**src/rtl/core/tasp_pkg.sv**
```systemverilog
package tasp_pkg;

  typedef enum logic [1:0] {
    PH_HEADER = 2'd0,
    PH_DATA   = 2'd1,
    PH_DONE   = 2'd2
  } phase_e;

  typedef enum logic [1:0] {
    REC_ENTRY = 2'd0,
    REC_DATA  = 2'd1,
    REC_END   = 2'd2
  } rec_kind_e;

  // header byte offsets
  localparam logic [8:0] MODE_FIRST  = 9'd100;
  localparam logic [8:0] MODE_LAST   = 9'd107;
  localparam logic [8:0] SIZE_FIRST  = 9'd124;
  localparam logic [8:0] SIZE_LAST   = 9'd135;
  localparam logic [8:0] CKSUM_FIRST = 9'd148;
  localparam logic [8:0] CKSUM_LAST  = 9'd155;
  localparam logic [8:0] TYPE_OFFSET = 9'd156;
  localparam logic [8:0] BLOCK_LAST  = 9'd511;

  localparam logic [7:0]  TYPE_DIR     = 8'h35;
  localparam logic [7:0]  TYPE_SYMLINK = 8'h32;
  localparam logic [7:0]  ASCII_SPACE  = 8'h20;
  localparam logic [23:0] DIR_MODE     = 24'o755;
  localparam logic [23:0] FILE_MODE    = 24'o644;
  localparam logic [19:0] COUNT_MAX    = 20'hFFFFF;

  typedef struct packed {
    logic [8:0]  offset;
    phase_e      phase;
    logic [35:0] size;
    logic        size_open;
    logic [23:0] mode;
    logic        mode_open;
    logic [7:0]  type_byte;
    logic [16:0] sum;
    logic        name_empty;
    logic [8:0]  pad_left;
    logic [35:0] content_left;
    logic [19:0] entry_total;
  } tasp_state_t;

  // header phase at offset 0, both field parsers open
  localparam tasp_state_t STATE_RESET = '{
    offset:       9'd0,
    phase:        PH_HEADER,
    size:         36'd0,
    size_open:    1'b1,
    mode:         24'd0,
    mode_open:    1'b1,
    type_byte:    8'd0,
    sum:          17'd0,
    name_empty:   1'b0,
    pad_left:     9'd0,
    content_left: 36'd0,
    entry_total:  20'd0
  };

  typedef struct packed {
    logic        valid;
    rec_kind_e   kind;
    logic [7:0]  entry_type;
    logic [35:0] file_size;
    logic [23:0] mode;
    logic [16:0] sum;
    logic [7:0]  data;
    logic        last;
    logic [19:0] entries;
  } tasp_result_t;

endpackage

```
**src/rtl/core/tar_archive_stream_parser.sv**
```systemverilog
// A result word is registered and appears on the output in the cycle after its byte is taken.
// Throughput: one byte per cycle while in_stall_o is low; the per-byte parse step sits between the
// parser state registers and a single output register.
// in_stall_o is high only while the output register is full and stalled.
// Reset (rst_ni low, asynchronous): header phase at block offset 0, count zero,
// extract_mode cleared, output register empty.
module tar_archive_stream_parser (
  input  logic        clk_i,
  input  logic        rst_ni,
  input  logic        cfg_we_i,
  input  logic        cfg_wdata_i,
  input  logic        in_valid_i,
  output logic        in_stall_o,
  input  logic [7:0]  archive_byte_i,
  output logic        out_valid_o,
  input  logic        out_stall_i,
  output logic [1:0]  record_kind_o,
  output logic [7:0]  entry_type_o,
  output logic [35:0] file_size_o,
  output logic [23:0] effective_mode_o,
  output logic [16:0] header_sum_o,
  output logic [7:0]  data_byte_o,
  output logic        last_of_file_o,
  output logic [19:0] entries_seen_o
);

  tasp_pkg::tasp_state_t  state_q;
  tasp_pkg::tasp_state_t  state_d;
  tasp_pkg::tasp_result_t result;
  tasp_pkg::tasp_result_t res_q;
  logic                   extract_q;
  logic                   out_valid_q;
  logic                   out_valid_d;
  logic                   out_free;
  logic                   in_accept;

  assign out_free   = !out_valid_q || !out_stall_i;
  assign in_stall_o = !out_free;
  assign in_accept  = in_valid_i && out_free;

  tasp_step u_step (
    .state_i   (state_q),
    .byte_i    (archive_byte_i),
    .extract_i (extract_q),
    .state_o   (state_d),
    .result_o  (result)
  );

  always_comb begin
    out_valid_d = out_valid_q;
    if (out_free) begin
      out_valid_d = in_accept && result.valid;
    end
  end

  always_ff @(posedge clk_i or negedge rst_ni) begin
    if (!rst_ni) begin
      state_q     <= tasp_pkg::STATE_RESET;
      extract_q   <= 1'b0;
      out_valid_q <= 1'b0;
    end else begin
      if (in_accept) begin
        state_q <= state_d;
      end
      if (cfg_we_i) begin
        extract_q <= cfg_wdata_i;
      end
      out_valid_q <= out_valid_d;
    end
  end

  always_ff @(posedge clk_i) begin
    if (in_accept && result.valid) begin
      res_q <= result;
    end
  end

  assign out_valid_o      = out_valid_q;
  assign record_kind_o    = res_q.kind;
  assign entry_type_o     = res_q.entry_type;
  assign file_size_o      = res_q.file_size;
  assign effective_mode_o = res_q.mode;
  assign header_sum_o     = res_q.sum;
  assign data_byte_o      = res_q.data;
  assign last_of_file_o   = res_q.last;
  assign entries_seen_o   = res_q.entries;

endmodule

```
**src/rtl/core/tasp_step.sv**
```systemverilog
module tasp_step (
  input  tasp_pkg::tasp_state_t  state_i,
  input  logic [7:0]             byte_i,
  input  logic                   extract_i,
  output tasp_pkg::tasp_state_t  state_o,
  output tasp_pkg::tasp_result_t result_o
);

  tasp_pkg::tasp_state_t base;
  tasp_pkg::tasp_state_t nxt;
  logic [35:0] content_dec;
  logic        is_octal;
  logic        in_cksum;
  logic        in_mode;
  logic        in_size;
  logic        regular;

  assign content_dec = state_i.content_left - 36'd1;
  // '0'..'7' are 0x30..0x37
  assign is_octal    = (byte_i[7:3] == 5'b00110);
  assign in_cksum    = (state_i.offset >= tasp_pkg::CKSUM_FIRST) &&
                       (state_i.offset <= tasp_pkg::CKSUM_LAST);
  assign in_mode     = (state_i.offset >= tasp_pkg::MODE_FIRST) &&
                       (state_i.offset <= tasp_pkg::MODE_LAST);
  assign in_size     = (state_i.offset >= tasp_pkg::SIZE_FIRST) &&
                       (state_i.offset <= tasp_pkg::SIZE_LAST);
  assign regular     = (state_i.type_byte != tasp_pkg::TYPE_DIR) &&
                       (state_i.type_byte != tasp_pkg::TYPE_SYMLINK);

  // first byte of a header block restarts the field parsers
  always_comb begin
    base = state_i;
    if (state_i.offset == 9'd0) begin
      base.size       = '0;
      base.size_open  = 1'b1;
      base.mode       = '0;
      base.mode_open  = 1'b1;
      base.type_byte  = '0;
      base.sum        = '0;
      base.name_empty = (byte_i == 8'd0);
    end
  end

  always_comb begin
    nxt      = state_i;
    result_o = '0;
    case (state_i.phase)
      tasp_pkg::PH_DATA: begin
        if (state_i.content_left != 36'd0) begin
          nxt.content_left = content_dec;
          if ((content_dec == 36'd0) && (state_i.pad_left == 9'd0)) begin
            nxt.phase = tasp_pkg::PH_HEADER;
          end
          if (extract_i && regular) begin
            result_o.valid = 1'b1;
            result_o.kind  = tasp_pkg::REC_DATA;
            result_o.data  = byte_i;
            result_o.last  = (content_dec == 36'd0);
          end
        end else begin
          if (state_i.pad_left != 9'd0) begin
            nxt.pad_left = state_i.pad_left - 9'd1;
          end
          if (state_i.pad_left <= 9'd1) begin
            nxt.phase = tasp_pkg::PH_HEADER;
          end
        end
      end
      tasp_pkg::PH_HEADER: begin
        nxt     = base;
        nxt.sum = base.sum + {9'd0, (in_cksum ? tasp_pkg::ASCII_SPACE : byte_i)};
        if (in_mode && base.mode_open) begin
          if (is_octal) begin
            nxt.mode = {base.mode[20:0], byte_i[2:0]};
          end else begin
            nxt.mode_open = 1'b0;
          end
        end
        if (in_size && base.size_open) begin
          if (is_octal) begin
            nxt.size = {base.size[32:0], byte_i[2:0]};
          end else begin
            nxt.size_open = 1'b0;
          end
        end
        if (state_i.offset == tasp_pkg::TYPE_OFFSET) begin
          nxt.type_byte = byte_i;
        end
        if (state_i.offset == tasp_pkg::BLOCK_LAST) begin
          nxt.offset = 9'd0;
          if (base.name_empty) begin
            nxt.phase = tasp_pkg::PH_DONE;
          end else begin
            if (state_i.entry_total != tasp_pkg::COUNT_MAX) begin
              nxt.entry_total = state_i.entry_total + 20'd1;
            end
            nxt.content_left = nxt.size;
            // padding up to the next block boundary
            nxt.pad_left = 9'd0 - nxt.size[8:0];
            if ((nxt.size != 36'd0) || (nxt.pad_left != 9'd0)) begin
              nxt.phase = tasp_pkg::PH_DATA;
            end
          end
        end else begin
          nxt.offset = state_i.offset + 9'd1;
        end
        if (state_i.offset == tasp_pkg::BLOCK_LAST) begin
          result_o.valid = 1'b1;
          result_o.kind  = base.name_empty ? tasp_pkg::REC_END : tasp_pkg::REC_ENTRY;
        end
      end
      default: begin
        // archive finished: bytes are dropped
      end
    endcase

    if (result_o.kind != tasp_pkg::REC_END) begin
      result_o.entry_type = nxt.type_byte;
      result_o.file_size  = nxt.size;
      result_o.sum        = nxt.sum;
      if (nxt.mode != 24'd0) begin
        result_o.mode = nxt.mode;
      end else if (nxt.type_byte == tasp_pkg::TYPE_DIR) begin
        result_o.mode = tasp_pkg::DIR_MODE;
      end else begin
        result_o.mode = tasp_pkg::FILE_MODE;
      end
    end
    result_o.entries = nxt.entry_total;
    state_o = nxt;
  end

endmodule

```
**config.mk**
```make
export PLATFORM = sky130hd
export DESIGN_NAME = tar_archive_stream_parser
export DESIGN_NICKNAME = d
export VERILOG_FILES = /design/src/rtl/core/tasp_pkg.sv /design/src/rtl/core/tar_archive_stream_parser.sv /design/src/rtl/core/tasp_step.sv
export SDC_FILE = /design/constraint.sdc
export NUM_CORES = 1
export LEC_CHECK = 0
export BUFFER_PORTS_ARGS = -buffer_cell sky130_fd_sc_hd__buf_4
export CAP_MARGIN = 20
export CORE_MARGIN = 2
export CORE_UTILIZATION = 60
export DETAILED_ROUTE_END_ITERATION = 12
export GPL_TIMING_DRIVEN = 0
export PLACE_DENSITY_LB_ADDON = 0.15
export SYNTH_ARGS = -nofsm -noshare
export SYNTH_HDL_FRONTEND = slang
export SYNTH_SLANG_ARGS = --single-unit
```
**constraint.sdc**
```tcl
create_clock -name clk_i -period 13.9 [get_ports clk_i]
set_input_delay 0.695 -clock clk_i [delete_from_list [all_inputs] [get_ports clk_i]]
set_output_delay 0.695 -clock clk_i [all_outputs]
set_load 0.01 [all_outputs]
```
==> out/metrics.yaml <==
outcome:
  outcome: "finished clean"
worst_setup_path:
  path_class: "reg -> reg"
  cpMaxStageDelayCell: "or4_1"
  cp-start-kind: "flop"
  path_cells: "ha_1 > nand3b_1 > a21oi_1 > nor2_1 > nor2b_1 > ha_1 > inv_1 > fa_1 > nor2b_1 > o21ai_0 > a21boi_0 > o21ai_0 > a21boi_0 > o21ai_0 > and2_1 > clkbuf_1 > or4_1 > a21oi_1"
  critPathMaxStageDelay_ns: 0.43
  required_ns: 14.27
  crit_fanout: 8
  path_common_cell: "o21ai_0"
  cp-end-kind: "flop"
  arrival_ns: 5.22
final_layout:
  area_growth_pct: 17.0
  diodes: 0
  drive_gt1_share_pct: 14.6
  nets: 1669
  stdcell_count: 1985
  fin_util_pct: 71.3
timing:
  post-route-period-util_pct: 34.9
  setup-violations-final: 0
  fin_crit_ns: 4.85
  slew_headroom_pct: 24.5
  setup_tns_ns: 0
  rsz0062_at_grt: "false"
  maxSlewViolCount: 0
  hold_viol_final: 0
  skew_ns: 0.0255
  fmax_mhz: 206
  worst-slew-pin-transition_ns: 1.13
power_and_ir_drop:
  p_per_area_nw_per_um2: 120
  cellLeakagePower_nw: 7.02
  total_power_mw: 2.07
  max-vdd-ir-drop_mv: 0.100
min_path:
  min_path_type: "in -> async"
logic_synthesis:
  synthCells: 1475
  synth_top_area_share_pct: 27.8
  yosysWarningCount: 0
  synth_edf_count: 116
  syn_nets: 1507
  ys_seq_area_share_pct: 51.7
  ys_ff_latch: 282
  synth_area_leaders: "dfrtp_1, edfxtp_1, a22o_1"
  synth_ff_type: "dfrtp_1"
  synth.avg_cell_area_um2: 10.0
  yosysTopAreaCell: "dfrtp_1"
  synth_cell_types: 88
  synth_area_um2: 14800
  async_flop_share_pct: 58.9
clock_network:
  cts_buffer_depth: 3
  numCtsBuffers: 30
  clk_latency_ns: 0.58
  cts_root_buf: "clkbuf_16"
  cts_resized: 0
  clkTransAtPathRegs_ns: 0.06
  cts_tree: "yes"
  htree_levels: 1
  postCtsHoldBufs: 0
  cts.sinks: 282
  postCtsSetupRepairBufs: 0
die:
  die-area_um2: 25900
  ios: 132
  fp-row-count: 57
  start_util_pct: 60.9
  coreArea_um2: 24200
  die_h_um: 161
  die_w_um: 161
placement:
  placedCellCount: 1929
  numPortBuffers: 128
  dp_hpwl_um: 28600
  place.gp.congestion: 0.947
global_routing:
  grt_max_degree: 118
  grt_pass1_wl_um: 66200
  grt-ovfl-total: 0
  track_usage_pct: 32.0
  antenna_found_initial: 0
  grt_pass1_vias: 12150
drt:
  dr.pass1.iters: 6
  routed_via_density: 6.43
  wl_per_cell_um: 20.9
  ant_nets: 0
  route.detailed.drc: 0
  num_vias: 12764
  drt-initial-drc-count: 1388
  wirelength_um: 41500
job:
  max_cap_viol_count: 0
-- synthesized netlist by cell type (27+ instances only) --
| cell type | count |
|---|---|
| a21oi_1 | 54 |
| a22o_1 | 89 |
| a22oi_1 | 55 |
| clkbuf_1 | 74 |
| dfrtp_1 | 164 |
| edfxtp_1 | 116 |
| inv_1 | 27 |
| mux2i_1 | 34 |
| nand2_1 | 178 |
| nor2_1 | 161 |
| nor3_1 | 39 |
| o21ai_0 | 85 |
| xnor2_1 | 38 |
-- state kept, by name, indices dropped and copies added, names as in the netlist --
name	count
record_kind_o	2
extract_q	1
effective_mode_o	24
file_size_o	36
out_valid_o	1
header_sum_o	17
data_byte_o	8
entries_seen_o	20
entry_type_o	8
state_q	164
last_of_file_o	1
-- logic make-up (layout without fill, tap and decap cells) --
group | count (synthesis) | count (layout) | share of synthesized area, %
and+or+nand+nor | 573 | 573 | 19.1
AOI/OAI and AO/OA | 379 | 379 | 17.9
DFF | 282 | 282 | 51.7
buffers and inverters | 127 | 313 | 3.63
xor gates and xnor gates | 56 | 56 | 3.32
muxes | 40 | 40 | 2.76
adders and majority gates | 18 | 18 | 1.58
-- worst max-delay path, delay by kind of cell (launching register included) --
| family | cells | cell delay, ns |
|---|---|---|
| buf+inv | 2 | 0.23 |
| fa+ha+maj | 3 | 0.86 |
| compound gates | 7 | 1.74 |
| flops | 1 | 0.42 |
| simple gates | 6 | 1.40 |
-- placed cells by master, fill, tap and decap left out, types with 8 or more instances in the layout --
master and instances:
a21oi_1 54, a22o_1 89, a22oi_1 55, and2_1 23
and3_1 14, buf_2 8, buf_4 129, clkbuf_1 76
clkbuf_16 30, dfrtp_1 164, edfxtp_1 116, ha_1 17
inv_1 27, mux2i_1 34, nand2_1 178, nand3_1 26
nand4_1 16, nor2_1 161, nor2b_1 16, nor3_1 39
nor4_1 24, o21ai_0 85, o22ai_1 16, o32ai_1 11
or3_1 15, or4_1 11, xnor2_1 38, xor2_1 18
-- final cells by class --
| cell class | instances | area (µm²) |
|---|---|---|
| clock inverter | 23 | 298 |
| sequential | 282 | 7640 |
| fill | 1855 | 6970 |
| tap | 324 | 405 |
| multi-input combinational | 1066 | 6610 |
| buffer | 100 | 434 |
| clock buffer | 33 | 772 |
| inverter | 27 | 101 |
| timing repair buffer | 130 | 1020 |
-- through the flow --
step	area, µm²	hold WS (ns)	setup WS [ns]
final	17300	0.0379	9.05
after global routing	17300	0.0670	8.71
after CTS	17300	0.0436	9.25
after detailed placement	16200	0.478	9.29
after global placement	16100	0.464	8.03
after floorplan	14800	0.399	9.16
-- per-layer routing --
metal | track usage (%) | share of wire [%] | wire length (µm)
met2 | 52.7 | 48 | 20000
met5 | 0 | 0 | 0
met4 | 11.2 | 3.6 | 1490
met1 | 43.3 | 39 | 16400
met3 | 5.42 | 8.8 | 3660
-- path summary, 6_finish.rpt --
kind	startpoint	endpoint	slack (ns)	depth (start not counted)
hold / removal	rst_ni	state_q[20]$_DFFE_PN0P_	0.04	1
min in group clk_i	cfg_wdata_i	extract_q$_DFFE_PN0P_	0.37	2
hold reg to reg	state_q[65]$_DFFE_PN0P_	state_q[65]$_DFFE_PN0P_	0.50	2
max in group asynchronous	rst_ni	state_q[102]$_DFFE_PN0P_	12.91	2
setup / recovery	state_q[155]$_DFFE_PN0P_	header_sum_o[10]$_SDFFCE_PP0P_	9.05	18
setup reg to reg	state_q[155]$_DFFE_PN0P_	header_sum_o[10]$_SDFFCE_PP0P_	9.05	18
-- power by group --
part	internal [mW]	switching [mW]
sequential	0.916	0.0402
combinational	0.101	0.157
clock	0.515	0.343
total	1.53	0.540
(Power assumes the default switching activity.)
